File: config.mk
export PLATFORM = sky130hd
export DESIGN_NAME = sbus_frame_receiver
export DESIGN_NICKNAME = d
export VERILOG_FILES = /design/src/design/sbfr_pkg.sv /design/src/design/sbus_frame_receiver.sv
export SDC_FILE = /design/constraint.sdc
export NUM_CORES = 1
export LEC_CHECK = 0
export ABC_CLOCK_PERIOD_IN_PS = 5100
export CAP_MARGIN = 20
export CORE_MARGIN = 5
export CORE_UTILIZATION = 56
export DETAILED_ROUTE_END_ITERATION = 16
export DONT_BUFFER_PORTS = 1
export GPL_ROUTABILITY_DRIVEN = 0
export PLACE_DENSITY_LB_ADDON = 0.05
export SLEW_MARGIN = 20
export SYNTH_ARGS = -nofsm -noshare
export SYNTH_HDL_FRONTEND = slang
export SYNTH_SLANG_ARGS = --single-unit
File: constraint.sdc
create_clock -name clk -period 5.1 [get_ports clk]
set_input_delay 1.275 -clock clk [delete_from_list [all_inputs] [get_ports clk]]
set_output_delay 1.275 -clock clk [all_outputs]
set_load 0.02 [all_outputs]
File: src/design/sbfr_pkg.sv
// ----------------------------------------------------------------------------
// sbfr_pkg
// Shared types and constants for the serial-bus frame receiver.
// ----------------------------------------------------------------------------
package sbfr_pkg;

  localparam int PAYLOAD_BYTES = 23;
  localparam int POS_W         = $clog2(PAYLOAD_BYTES + 1);
  localparam int ADDR_W        = (PAYLOAD_BYTES > 1) ? $clog2(PAYLOAD_BYTES) : 1;
  localparam int INDEX_W       = 5;
  localparam int COUNT_W       = 16;

  localparam logic [7:0] SYNC_RESET = 8'h0F;
  localparam logic [7:0] END_RESET  = 8'h00;

  // register select, taken from paddr[2]
  localparam logic REG_SYNC = 1'b0;
  localparam logic REG_END  = 1'b1;

  typedef enum logic [1:0] {
    ST_IDLE,
    ST_COLLECT,
    ST_READ,
    ST_SHOW
  } sbfr_state_t;

endpackage

File: src/design/sbus_frame_receiver.sv
// ----------------------------------------------------------------------------
// sbus_frame_receiver
// Frame sync on a received byte stream: waits for the sync byte, stores the
// payload in a RAM, checks the end byte and replays the payload as items.
// ----------------------------------------------------------------------------
//  channel  | direction | fields
//  in_      | sink      | rx_byte[7:0]
//  out_     | source    | payload_byte[7:0], byte_index[4:0], last, frame_count[15:0]
//  cfg_     | APB slave | sync_byte @0x0, end_byte @0x4
//
// One cycle per input byte. A good end byte starts a burst of PAYLOAD_BYTES
// items, each a payload RAM read, then the output register, which holds the item
// through any out_ready stalls; no input is taken during the burst.
// Reset clears control state and the frame counter; the payload RAM is not
// cleared. out_ready low simply holds the current item.
module sbus_frame_receiver
  import sbfr_pkg::*;
(
  input  logic                 clk,
  input  logic                 rst_n,
  input  logic                 in_valid,
  output logic                 in_ready,
  input  logic [7:0]           in_rx_byte,
  output logic                 out_valid,
  input  logic                 out_ready,
  output logic [7:0]           out_payload_byte,
  output logic [INDEX_W-1:0]   out_byte_index,
  output logic                 out_last,
  output logic [COUNT_W-1:0]   out_frame_count,
  input  logic                 cfg_psel,
  input  logic                 cfg_penable,
  input  logic                 cfg_pwrite,
  input  logic [2:0]           cfg_paddr,
  input  logic [31:0]          cfg_pwdata,
  output logic [31:0]          cfg_prdata,
  output logic                 cfg_pready
);

  sbfr_state_t        state_r, state_nxt;
  logic [POS_W-1:0]   pos_r, pos_nxt;
  logic [ADDR_W-1:0]  rd_idx_r, rd_idx_nxt;
  logic [COUNT_W-1:0] frames_r, frames_nxt;
  logic [7:0]         sync_r, end_r;
  logic [7:0]         mem [PAYLOAD_BYTES];
  logic [7:0]         mem_q;
  logic               mem_we, mem_re;
  logic               in_fire, cfg_wr, idx_last;

  // config port
  assign cfg_pready = 1'b1;
  assign cfg_wr     = cfg_psel & cfg_penable & cfg_pwrite;
  assign cfg_prdata = {24'd0, (cfg_paddr[2] == REG_END) ? end_r : sync_r};

  always_ff @(posedge clk) begin
    if (!rst_n) begin
      sync_r <= SYNC_RESET;
      end_r  <= END_RESET;
    end else if (cfg_wr) begin
      if (cfg_paddr[2] == REG_SYNC) sync_r <= cfg_pwdata[7:0];
      else                          end_r  <= cfg_pwdata[7:0];
    end
  end

  assign in_fire  = in_valid & in_ready;
  assign idx_last = (rd_idx_r == ADDR_W'(PAYLOAD_BYTES - 1));

  always_comb begin
    state_nxt  = state_r;
    pos_nxt    = pos_r;
    rd_idx_nxt = rd_idx_r;
    frames_nxt = frames_r;
    in_ready   = 1'b0;
    out_valid  = 1'b0;
    mem_we     = 1'b0;
    mem_re     = 1'b0;
    unique case (state_r)
      ST_IDLE: begin
        in_ready = 1'b1;
        if (in_fire && in_rx_byte == sync_r) begin
          state_nxt = ST_COLLECT;
          pos_nxt   = '0;
        end
      end
      ST_COLLECT: begin
        in_ready = 1'b1;
        if (in_fire) begin
          if (pos_r < POS_W'(PAYLOAD_BYTES)) begin
            mem_we  = 1'b1;
            pos_nxt = pos_r + POS_W'(1);
          end else begin
            // final byte: accept or drop the frame
            pos_nxt = '0;
            if (in_rx_byte == end_r) begin
              frames_nxt = frames_r + COUNT_W'(1);
              rd_idx_nxt = '0;
              state_nxt  = ST_READ;
            end else begin
              state_nxt = ST_IDLE;
            end
          end
        end
      end
      ST_READ: begin
        mem_re    = 1'b1;
        state_nxt = ST_SHOW;
      end
      ST_SHOW: begin
        out_valid = 1'b1;
        if (out_ready) begin
          if (idx_last) begin
            state_nxt = ST_IDLE;
          end else begin
            rd_idx_nxt = rd_idx_r + ADDR_W'(1);
            state_nxt  = ST_READ;
          end
        end
      end
      default: state_nxt = ST_IDLE;
    endcase
  end

  always_ff @(posedge clk) begin
    if (!rst_n) begin
      state_r  <= ST_IDLE;
      pos_r    <= '0;
      rd_idx_r <= '0;
      frames_r <= '0;
    end else begin
      state_r  <= state_nxt;
      pos_r    <= pos_nxt;
      rd_idx_r <= rd_idx_nxt;
      frames_r <= frames_nxt;
    end
  end

  // payload RAM: one write port, one registered read port
  always_ff @(posedge clk) begin
    if (mem_we) mem[pos_r[ADDR_W-1:0]] <= in_rx_byte;
    if (mem_re) mem_q <= mem[rd_idx_r];
  end

  assign out_payload_byte = mem_q;
  assign out_byte_index   = INDEX_W'(rd_idx_r);
  assign out_last         = idx_last;
  assign out_frame_count  = frames_r;

endmodule

==> run metrics <==
clock-pin slew reported for the worst setup and hold paths after clock tree synthesis 60 ps; Max Root-Sink Buffers 3; router iterations before antenna repair 5; maximum vdd ir drop 302.9 uV; Post-CTS Setup Repair Bufs 0; data required time of the critical path 3830 ps; cell row count 48; Non-Filler Cell Area, Final 10760 sq um; leftover overflow at the end of global routing 0; routed length per placed instance 22.72 um; Pwr per Cell Area 359.3 nW/um^2; number of antenna diodes 0; post-CTS sizing 0; final setup vio count 0; portion of the post-synthesis area used by sequential elements 67.10%; number of vias per cell 5.984; largest fanout of any net on the critical path 36; initial antenna violation count 0; number of vias in the routed layout 5368; CP Data Arrival Time 1940 ps; post-detail-place hpwl 13.00 mm; number of buffers created by CTS 24; worst reg-to-reg path cell count 5; path type of the worst min-delay path flop to flop; total routed wirelength 20.38 mm; fraction of final layout cells sized beyond drive strength 1 14.14%; fill cell instance count of the final layout 1300; netlist area before placement 9906 sq um; vias in the first global route 5407; clock skew 8.509 ps; number of hold violations in the final report 0; Slew @ Worst Pin 947.1 ps; proportion of register bits with asynchronous set or reset after synthesis 0%; Worst slew margin 36.47%; # placed instances 854; unrepaired setup endpoints after global routing false; most used flip-flop cell after synthesis sky130_fd_sc_hd__edfxtp_1; crit start category flop; number of buffers inserted by port buffering 0; clock tree from TritonCTS built; drt first-iter violations 382; DRC 0; Root Buffer sky130_fd_sc_hd__clkbuf_16; total negative slack 0 ps; Core ar. 17360 sq um; count of hold-fix buffers inserted at cts 0; post-synthesis cell type count 48; global-route wire length before repair 31.24 mm; nets@finish 712; post-detailed-route count of antenna-violating nets 0; total routing usage reported by global routing 20.10%; area of the die 20450 sq um; Max Fclk 310.9 MHz; overall die width 143 um; starting density of the core 57.07%; instance area at placement 9980 sq um; clock insertion delay at the later pin of the skew report 510 ps; max-slew violations 0; outcome finished, final reports clean; Clock Sinks 236; sort of element at the end of the critical path output pin; number of synthesized register bits 236; count of flip-flops with a built-in enable after synthesis 192; number of instances on the worst hold path 2; count of placed standard cells in the final layout, fillers left out 897; max-cap violation count 0; CP Class flop to output pin; deepest level of the CTS H-tree 1; die extent in y 143 um; sum of internal, switching and leakage power 3.867 mW; final critical-path share of the clock period 63.08%; post-synthesis average cell area 15.05 sq um; number of warnings issued by yosys 0; I/O Pins 115; area growth from synthesis to layout 8.652%; leakage dissipation 3.349 nW; largest net degree at the start of global routing 37; most frequent cells in the layout sky130_fd_sc_hd__edfxtp_1, sky130_fd_sc_hd__nand2_1, sky130_fd_sc_hd__dfxtp_1; time the worst path needs with I/O delays and setup 3217 ps; most common cell after layout, fill and taps aside sky130_fd_sc_hd__edfxtp_1; post-synthesis cell count 658
==> synth_stat cells (all sizes together) (5+ instances only) <==
master	instances	share of area [%]
nand2	64	2.4
a22o	9	0.80
buf	39	2.7
o21ai	11	0.56
nor2	36	1.4
nor4	5	0.38
nand3	14	0.71
nand4	6	0.44
o211ai	9	0.68
a21oi	37	1.9
inv	13	0.49
dfxtp	44	8.9
mux2	10	1.1
xor2	10	0.88
xnor2	7	0.62
edfxtp	192	58
ha	7	0.88
mux2i	27	2.7
or4	12	0.91
mux4	40	9.1
o31ai	12	0.91
clkbuf	17	0.64
==> layer usage <==
layer	part of all wire, %	global-route usage, %	vias to the layer above
li1	-	-	2479
met3	5.9	4.019	28
met4	1.5	4.002	0
met5	0	0	-
met2	50	33.46	156
met1	43	28.03	2705
==> worst paths after layout <==
path / endpoint / from / slack, ps
max: out_last / out_byte_index[0]$_SDFFE_PN0P_ / 1880
max reg2reg: out_frame_count[11]$_SDFFE_PN0P_ / pos_r[2]$_SDFFE_PN0P_ / 2420
min: sync_r[4]$_SDFFE_PN0P_ / sync_r[4]$_SDFFE_PN0P_ / 490
min reg2reg: sync_r[4]$_SDFFE_PN0P_ / sync_r[4]$_SDFFE_PN0P_ / 490
==> worst max-delay path, stage by stage, from the launching register on <==
cell and delay [ps]:
sky130_fd_sc_hd__dfxtp_4 830, sky130_fd_sc_hd__inv_1 100, sky130_fd_sc_hd__ha_1 220, sky130_fd_sc_hd__and4b_1 290
==> kinds of logic after synthesis <==
family | share of synthesized area, %
fa+ha+maj | 0.8841
simple gates | 7.856
other cells | 0.07581
xor+xnor | 1.503
flops | 67.10
buf+inv | 3.852
mux | 12.96
compound gates | 5.773
==> flip-flops by register name (all words and copies together) (netlist names) <==
name / cells
out_payload_byte: 8
mem: 184
state_r: 2
sync_r: 8
end_r: 8
out_frame_count: 16
pos_r: 5
out_byte_index: 5
==> stage by stage <==
step | hold slack [ps] | util, % | setup slack [ps]
2_1_floorplan | 457.6 | - | 1816
3_3_place_gp | 466.3 | 57.50 | 1868
3_5_place_dp | 477.9 | 57.50 | 1776
4_1_cts | 485.6 | 62.01 | 1791
5_1_grt | 503.0 | 62.01 | 1696
6_report | 486.4 | 62.01 | 1883
==> power by group <==
part | total (mW) | internal (mW) | switching [mW] | leakage (nW)
clock | 1.73 | 1.04 | 0.694 | 0.382
combinational | 0.0492 | 0.0129 | 0.0363 | 0.886
sequential | 2.08 | 2.08 | 0.00303 | 2.08
==> layout make-up <==
cell class / instances / area, sq um / area share [%]
Clock inverter: 15 / 146.4 / 1.360
Timing Repair Buffer: 4 / 30.03 / 0.2790
Sequential cell: 236 / 6651 / 61.80
Multi-Input combinational cell: 375 / 2964 / 27.54
Tap cell: 225 / 281.5 / 2.616
Inverter: 14 / 52.55 / 0.4883
Clock buffer: 28 / 636.9 / 5.917
(Power assumes the default switching activity.)
